[config.mk]
export PLATFORM = sky130hd
export DESIGN_NAME = color_command_parser_core_flat
export DESIGN_NICKNAME = d
export VERILOG_FILES = /design/src/hdl/ccp_pkg.sv /design/src/hdl/ccp_char_if.sv /design/src/hdl/ccp_result_if.sv /design/src/hdl/ccp_decode.sv /design/src/hdl/color_command_parser_core.sv /design/src/flat_wrapper.sv
export SDC_FILE = /design/constraint.sdc
export NUM_CORES = 1
export LEC_CHECK = 0
export BUFFER_PORTS_ARGS = -buffer_cell sky130_fd_sc_hd__buf_2
export CAP_MARGIN = 25
export CORE_UTILIZATION = 60
export CTS_CLUSTER_DIAMETER = 100
export DETAILED_ROUTE_END_ITERATION = 10
export PLACE_DENSITY_LB_ADDON = 0.25
export SYNTH_ARGS = -nofsm -noshare
export SYNTH_HDL_FRONTEND = slang
export SYNTH_HIERARCHICAL = 1
export SYNTH_SLANG_ARGS = --single-unit
[constraint.sdc]
create_clock -name clk -period 3.95 [get_ports clk]
set_input_delay 0.9875 -clock clk [delete_from_list [all_inputs] [get_ports clk]]
set_output_delay 0.9875 -clock clk [all_outputs]
set_load 0.1 [all_outputs]
[src/hdl/ccp_pkg.sv]
`default_nettype none

package ccp_pkg;

	// Frame geometry.
	localparam int FRAME_LEN = 8;
	localparam int POS_W = $clog2(FRAME_LEN);

	// ASCII codes used by the parser.
	localparam logic [7:0] CH_SCAN  = 8'h73;
	localparam logic [7:0] CH_PLUS  = 8'h2B;
	localparam logic [7:0] CH_MINUS = 8'h2D;
	localparam logic [7:0] CH_ZERO  = 8'h30;
	localparam logic [7:0] CH_NINE  = 8'h39;
	localparam logic [7:0] CH_TAB   = 8'h09;
	localparam logic [7:0] CH_CR    = 8'h0D;
	localparam logic [7:0] CH_SPACE = 8'h20;
	localparam logic [7:0] CH_UP_A  = 8'h41;
	localparam logic [7:0] CH_UP_F  = 8'h46;
	localparam logic [7:0] CH_LO_A  = 8'h61;
	localparam logic [7:0] CH_LO_F  = 8'h66;
	localparam logic [7:0] UP_HEX_OFFSET = 8'h37;
	localparam logic [7:0] LO_HEX_OFFSET = 8'h57;

	// Result codes.
	typedef enum logic [2:0] {
		OUT_SET_COLOR = 3'd0,
		OUT_SCAN      = 3'd1,
		OUT_BAD_ADDR  = 3'd2,
		OUT_BAD_RED   = 3'd3,
		OUT_BAD_GREEN = 3'd4,
		OUT_BAD_BLUE  = 3'd5
	} outcome_t;

	// One complete command frame, character 0 in the lowest slot.
	typedef logic [FRAME_LEN-1:0][7:0] frame_t;

	// One decoded result.
	typedef struct packed {
		outcome_t   outcome;
		logic [7:0] target_address;
		logic [7:0] red_level;
		logic [7:0] green_level;
		logic [7:0] blue_level;
	} result_t;

	// A hex digit with its validity.
	typedef struct packed {
		logic       ok;
		logic [3:0] value;
	} nibble_t;

	function automatic logic is_space(input logic [7:0] c);
		return (c == CH_SPACE) || (c >= CH_TAB && c <= CH_CR);
	endfunction

	function automatic logic is_digit(input logic [7:0] c);
		return (c >= CH_ZERO) && (c <= CH_NINE);
	endfunction

	function automatic logic is_sign(input logic [7:0] c);
		return (c == CH_PLUS) || (c == CH_MINUS);
	endfunction

	function automatic nibble_t hex_nibble(input logic [7:0] c);
		nibble_t    n;
		logic [7:0] diff;
		n = '0;
		diff = '0;
		if (is_digit(c)) begin
			diff = c - CH_ZERO;
			n.ok = 1'b1;
		end else if (c >= CH_UP_A && c <= CH_UP_F) begin
			diff = c - UP_HEX_OFFSET;
			n.ok = 1'b1;
		end else if (c >= CH_LO_A && c <= CH_LO_F) begin
			diff = c - LO_HEX_OFFSET;
			n.ok = 1'b1;
		end
		n.value = diff[3:0];
		return n;
	endfunction

endpackage

`default_nettype wire

[src/hdl/ccp_char_if.sv]
`default_nettype none

interface ccp_char_if;
	logic       valid;
	logic       ready;
	logic [7:0] char_in;

	modport source (output valid, output char_in, input ready);
	modport sink (input valid, input char_in, output ready);
endinterface

`default_nettype wire

[src/hdl/ccp_result_if.sv]
`default_nettype none

interface ccp_result_if;
	logic       valid;
	logic       ready;
	logic [2:0] outcome;
	logic [7:0] target_address;
	logic [7:0] red_level;
	logic [7:0] green_level;
	logic [7:0] blue_level;

	modport source (
		output valid, output outcome, output target_address,
		output red_level, output green_level, output blue_level,
		input ready
	);
	modport sink (
		input valid, input outcome, input target_address,
		input red_level, input green_level, input blue_level,
		output ready
	);
endinterface

`default_nettype wire

[src/hdl/ccp_decode.sv]
`default_nettype none

module ccp_decode
	import ccp_pkg::*;
(
	input  frame_t  frame,
	output result_t result
);

	logic [7:0] c0;
	logic [7:0] c1;
	logic [3:0] d0;
	logic [3:0] d1;
	logic [7:0] magnitude;
	logic       negative;
	logic [7:0] address;
	nibble_t    red_hi, red_lo, green_hi, green_lo, blue_hi, blue_lo;
	logic [7:0] tens;

	assign c0 = frame[0];
	assign c1 = frame[1];
	assign d0 = c0[3:0];
	assign d1 = c1[3:0];
	assign tens = {4'd0, d0} * 8'd10;

	// Decimal address from the first two characters: space, sign, digits.
	always_comb begin
		magnitude = '0;
		negative = 1'b0;
		if (is_space(c0)) begin
			if (is_digit(c1)) begin
				magnitude = {4'd0, d1};
			end
		end else if (is_sign(c0)) begin
			negative = (c0 == CH_MINUS);
			if (is_digit(c1)) begin
				magnitude = {4'd0, d1};
			end
		end else if (is_digit(c0)) begin
			if (is_digit(c1)) begin
				magnitude = tens + {4'd0, d1};
			end else begin
				magnitude = {4'd0, d0};
			end
		end
		address = negative ? (8'd0 - magnitude) : magnitude;
	end

	// Hex digits of the three color pairs.
	assign red_hi   = hex_nibble(frame[2]);
	assign red_lo   = hex_nibble(frame[3]);
	assign green_hi = hex_nibble(frame[4]);
	assign green_lo = hex_nibble(frame[5]);
	assign blue_hi  = hex_nibble(frame[6]);
	assign blue_lo  = hex_nibble(frame[7]);

	// The first failing check picks the outcome; fields stay zero on failure.
	always_comb begin
		result = '0;
		priority if (c0 == CH_SCAN) begin
			result.outcome = OUT_SCAN;
		end else if (address == 8'd0) begin
			result.outcome = OUT_BAD_ADDR;
		end else if (!(red_hi.ok && red_lo.ok)) begin
			result.outcome = OUT_BAD_RED;
		end else if (!(green_hi.ok && green_lo.ok)) begin
			result.outcome = OUT_BAD_GREEN;
		end else if (!(blue_hi.ok && blue_lo.ok)) begin
			result.outcome = OUT_BAD_BLUE;
		end else begin
			result.outcome        = OUT_SET_COLOR;
			result.target_address = address;
			result.red_level      = {red_hi.value, red_lo.value};
			result.green_level    = {green_hi.value, green_lo.value};
			result.blue_level     = {blue_hi.value, blue_lo.value};
		end
	end

endmodule

`default_nettype wire

[src/hdl/color_command_parser_core.sv]
// Color command parser. Characters arrive on char_stream one per request,
// one per cycle unless input is held off, and are gathered into frames of
// eight. The eighth character of a frame yields exactly one result on
// result_stream: a scan request when the frame starts with 's', otherwise a
// set-color command with a decimal address from characters 0-1 and hex red,
// green and blue pairs from characters 2-7, or the error code of the first
// field that fails. The sustained rate is one character per cycle while the
// output is not stalled, set by the single write port of the frame buffer.
// The frame register takes the completed frame at the edge that accepts its
// eighth character; the combinational decoder feeds the result register,
// which takes the result once it is empty or its result is being taken.
// Input is held off only while both the frame register and the result
// register are full and the output is stalled.
`default_nettype none

module color_command_parser_core
	import ccp_pkg::*;
(
	input  wire             clk,
	input  wire             arst_n,
	ccp_char_if.sink        char_stream,
	ccp_result_if.source    result_stream
);

	logic [POS_W-1:0] pos_q;
	frame_t           buf_q;
	frame_t           frame_s1;
	logic             valid_s1;
	result_t          decoded;
	result_t          result_q;
	logic             out_valid_q;
	logic             load_out;
	logic             char_take;
	logic             frame_done;
	frame_t           frame_next;

	// Handshake and pipeline advance.
	assign load_out   = valid_s1 && (!out_valid_q || result_stream.ready);
	assign char_stream.ready = !valid_s1 || load_out;
	assign char_take  = char_stream.valid && char_stream.ready;
	assign frame_done = char_take && (pos_q == POS_W'(FRAME_LEN - 1));

	// Complete frame with the incoming character in the last slot.
	always_comb begin
		frame_next = buf_q;
		frame_next[FRAME_LEN-1] = char_stream.char_in;
	end

	// Frame position counter.
	always_ff @(posedge clk or negedge arst_n) begin
		if (!arst_n) begin
			pos_q <= '0;
		end else if (char_take) begin
			pos_q <= frame_done ? '0 : pos_q + 1'b1;
		end
	end

	// Frame buffer, written one character per request.
	always_ff @(posedge clk) begin
		if (char_take) begin
			buf_q[pos_q] <= char_stream.char_in;
		end
	end

	// Frame register feeding the decoder.
	always_ff @(posedge clk or negedge arst_n) begin
		if (!arst_n) begin
			valid_s1 <= 1'b0;
		end else if (frame_done) begin
			valid_s1 <= 1'b1;
		end else if (load_out) begin
			valid_s1 <= 1'b0;
		end
	end

	always_ff @(posedge clk) begin
		if (frame_done) begin
			frame_s1 <= frame_next;
		end
	end

	ccp_decode u_decode (
		.frame  (frame_s1),
		.result (decoded)
	);

	// Result register.
	always_ff @(posedge clk or negedge arst_n) begin
		if (!arst_n) begin
			out_valid_q <= 1'b0;
		end else if (load_out) begin
			out_valid_q <= 1'b1;
		end else if (result_stream.ready) begin
			out_valid_q <= 1'b0;
		end
	end

	always_ff @(posedge clk) begin
		if (load_out) begin
			result_q <= decoded;
		end
	end

	assign result_stream.valid          = out_valid_q;
	assign result_stream.outcome        = 3'(result_q.outcome);
	assign result_stream.target_address = result_q.target_address;
	assign result_stream.red_level      = result_q.red_level;
	assign result_stream.green_level    = result_q.green_level;
	assign result_stream.blue_level     = result_q.blue_level;

endmodule

`default_nettype wire

[src/flat_wrapper.sv]
// flat-port wrapper written by rule: the top's interface ports become plain ports
module color_command_parser_core_flat import ccp_pkg::*;
  (clk, arst_n, char_stream_valid, char_stream_char_in, char_stream_ready, result_stream_valid, result_stream_outcome, result_stream_target_address, result_stream_red_level, result_stream_green_level, result_stream_blue_level, result_stream_ready);
  ccp_char_if char_stream_i ();
  ccp_result_if result_stream_i ();
  input  wire clk;
  input  wire arst_n;
  input wire logic [$bits(char_stream_i.valid)-1:0] char_stream_valid;
  input wire logic [$bits(char_stream_i.char_in)-1:0] char_stream_char_in;
  output wire logic [$bits(char_stream_i.ready)-1:0] char_stream_ready;
  output wire logic [$bits(result_stream_i.valid)-1:0] result_stream_valid;
  output wire logic [$bits(result_stream_i.outcome)-1:0] result_stream_outcome;
  output wire logic [$bits(result_stream_i.target_address)-1:0] result_stream_target_address;
  output wire logic [$bits(result_stream_i.red_level)-1:0] result_stream_red_level;
  output wire logic [$bits(result_stream_i.green_level)-1:0] result_stream_green_level;
  output wire logic [$bits(result_stream_i.blue_level)-1:0] result_stream_blue_level;
  input wire logic [$bits(result_stream_i.ready)-1:0] result_stream_ready;
  assign char_stream_i.valid = char_stream_valid;
  assign char_stream_i.char_in = char_stream_char_in;
  assign char_stream_ready = char_stream_i.ready;
  assign result_stream_valid = result_stream_i.valid;
  assign result_stream_outcome = result_stream_i.outcome;
  assign result_stream_target_address = result_stream_i.target_address;
  assign result_stream_red_level = result_stream_i.red_level;
  assign result_stream_green_level = result_stream_i.green_level;
  assign result_stream_blue_level = result_stream_i.blue_level;
  assign result_stream_i.ready = result_stream_ready;
  color_command_parser_core u_core (.clk(clk), .arst_n(arst_n), .char_stream(char_stream_i), .result_stream(result_stream_i));
endmodule
==> flow_metrics.tcl <==
set metrics [dict create \
    status "finished clean" \
    initial_core_util_pct 61.6 \
    fin_skew_ns 0.00752 \
    vias_per_cell 5.72 \
    cts_hold_buf 0 \
    rsz0062_at_grt "false" \
    drt-total-wl_um 11500 \
    syn-num-nets 479 \
    maxCapViolCount 0 \
    synth_seq_cells 160 \
    p_clk_share_pct 34.4 \
    syn_to_final_growth_pct 13.8 \
    cp_max_fo 20 \
    layout.nets 549 \
    place_hpwl_um 7830 \
    core_area_um2 11400 \
    p_int_uw 3130 \
    worst-endpoint-arrival_ns 3.61 \
    seq_power_share_pct 52.1 \
    synth.distinct_cells 68 \
    dominantRegCellSynth "edfxtp_1" \
    crit_type "reg2reg" \
    p_per_area_nw_per_um2 529 \
    final_cell_mix "edfxtp_1 (155), buf_2 (48), ha_1 (28)" \
    grt_pass1_wl_um 18500 \
    cts.sinks 160 \
    diodes 0 \
    antenna_found_initial 0 \
    place_congestion 0.844 \
    post_cts_resized 0 \
    setup_tns_ns 0 \
    relSlewSlack_pct 34.3 \
    cts_tree "yes" \
    detail-route-antenna-nets 0 \
    syn_inst 437 \
    start_kind "flop" \
    cts-root-buf "clkbuf_16" \
    cts.path.max_buffers 2 \
    sw_frac_of_total_pct 25.7 \
    drc 0 \
    max-vdd-ir-drop_v 0.000355 \
    grt-ovfl-total 0 \
    cts_made_buffers 17 \
    yosysWarnings 6 \
    rows 39 \
    grt_pass1_vias 3726 \
    fin_crit_sh_pct 87.3 \
    routedWlPerCell_um 17.4 \
    critPathRequiredTime_ns 4.11 \
    track_usage_pct 21.4 \
    slew_violations 0 \
    syn_area_um2 7000 \
    final_common_cell "edfxtp_1" \
    drt_first_pass_iters 5 \
    multi_input_area_um2 2100 \
    insertion_delay_ns 0.41 \
    ios 49 \
    pwr-share-comb_pct 13.4 \
    ys_async_sr_fraction_pct 3.13 \
    worst_slew_pin_slew_ns 0.979 \
    register_area_um2 4780 \
    p_leak_uw 0.00291 \
    avgSynthCellArea_um2 16.0 \
    cts_setup_buffers 0 \
    io_buffers 48 \
    synth_seq_area_share_pct 68.3 \
    power_switching_uw 1080 \
    post-route-min-period_ns 3.45 \
    die_x_um 110 \
    drive_above_1_share_pct 26.4 \
    setup_viol 0 \
    timing.fmax_mhz 290 \
    fp.dieArea_um2 12100 \
    end_kind "flop" \
    hold_violations 0 \
    grt_max_degree 36 \
    die_h_um 110 \
    cts.clk_slew.worst_paths_ns 0.06 \
    synth_edf_count 155 \
    first_iter_violations 270 \
    hold_class "in2async" \
    fin_util_pct 70.1 \
    htree_num_levels 4 \
    power_uw 4220 \
    nFillCells 766 \
    num_vias 3784 \
]
## Yosys cell counts (3+ instances only)
cell       count  area (um^2)
or4b_1         3         30.0
a211oi_2       3         37.5
nor3b_1        3         22.5
inv_1         19         71.3
nand3_1        7         35.0
nor2_1        22         82.6
nor4b_1        3         26.3
nor3_1         7         35.0
xnor2_1       20          175
buf_6          4         45.0
mux2i_1        4         40.0
a31oi_1        5         31.3
a2111oi_4      4          110
nand2_1       15         56.3
edfxtp_1     155         4650
o21ai_0        7         35.0
dfrtp_1        5          125
mux2_4         3         45.0
nor2b_1        8         50.1
o21bai_1       8         60.1
ha_1          28          350
xor2_1         3         26.3
a22oi_1        5         37.5
and2_1         5         31.3
a21oi_1       16         80.1
nand2b_1       6         37.5
nor2_2        19          119
## worst paths after layout
path                               startpoint                            endpoint  slack, ns  depth (start not counted)
min                                    arst_n                     u_core/pos_q[2]       0.38                          1
max                        u_core/frame_s1[3]  u_core/result_stream.blue_level[3]       0.50                         11
min in group clk             u_core/buf_q[17]                 u_core/frame_s1[17]       0.41                          0
max in group asynchronous              arst_n          u_core/result_stream.valid       3.44                          1
min reg2reg                  u_core/buf_q[17]                 u_core/frame_s1[17]       0.41                          0
max reg2reg                u_core/frame_s1[3]  u_core/result_stream.blue_level[3]       0.50                         11
## critical path, stage by stage (launching register included)
cell and delay (ns):
edfxtp_1 0.53, ha_1 0.35, ha_1 0.23, fa_1 0.57, nand2_1 0.09, o21bai_1 0.20, mux2i_1 0.14, o21ai_0 0.24
nand2_1 0.16, o311ai_4 0.26, buf_4 0.33, nor2_1 0.09
## registers in the layout, indices dropped and copies added (netlist names)
name / count
u_core/frame_s1: 64
u_core/buf_q: 56
u_core/result_stream.blue_level: 8
u_core/result_stream.green_level: 8
u_core/result_stream.red_level: 8
u_core/result_stream.target_address: 8
u_core/pos_q: 3
u_core/result_stream.outcome: 3
u_core/result_stream.valid: 1
u_core/valid_s1: 1
## routing by layer
metal,wire [um],part of all wire [%],track usage [%]
met1,4830,42,26.2
met2,5970,52,36.5
met3,579,5.0,5.11
met4,133,1.2,9.14
met5,0,0,0
## power by group through the flow
stage	Clock (uW)	Combinational (uW)	Sequential, uW
finish	1450	567	2200
global route	1550	622	2220
CTS	1480	567	2200
detailed placement	0	565	2230
global placement	0	541	2220
floorplan	0	347	2290
## stage by stage
step | instances | worst slack [ns] | hold WS [ns] | area (um^2)
3_5_place_dp | 630 | 0.547 | 0.405 | 7430
4_1_cts | 661 | 0.553 | 0.369 | 7960
6_report | 662 | 0.500 | 0.377 | 7970
5_1_grt | 662 | 0.367 | 0.371 | 7970
2_1_floorplan | 437 | 0.921 | 0.400 | 7000
3_3_place_gp | 630 | 0.726 | 0.402 | 7430
## logic make-up after synthesis
group | synth area share (%)
fa+ha+maj | 5.58
buf+inv | 1.77
compound gates | 9.94
flops | 68.3
mux | 1.22
xor+xnor | 2.88
simple gates | 10.3
## final cells by class
type / instances / share of cell area, %
well taps: 143 / 2.25
multi-input cells: 253 / 26.3
clock buffers: 18 / 5.39
inverters: 19 / 0.895
repair buffers: 56 / 3.93
flip-flops and latches: 160 / 60.0
clock inverters: 13 / 1.23
Note: power is estimated with default switching activity, not from simulation.
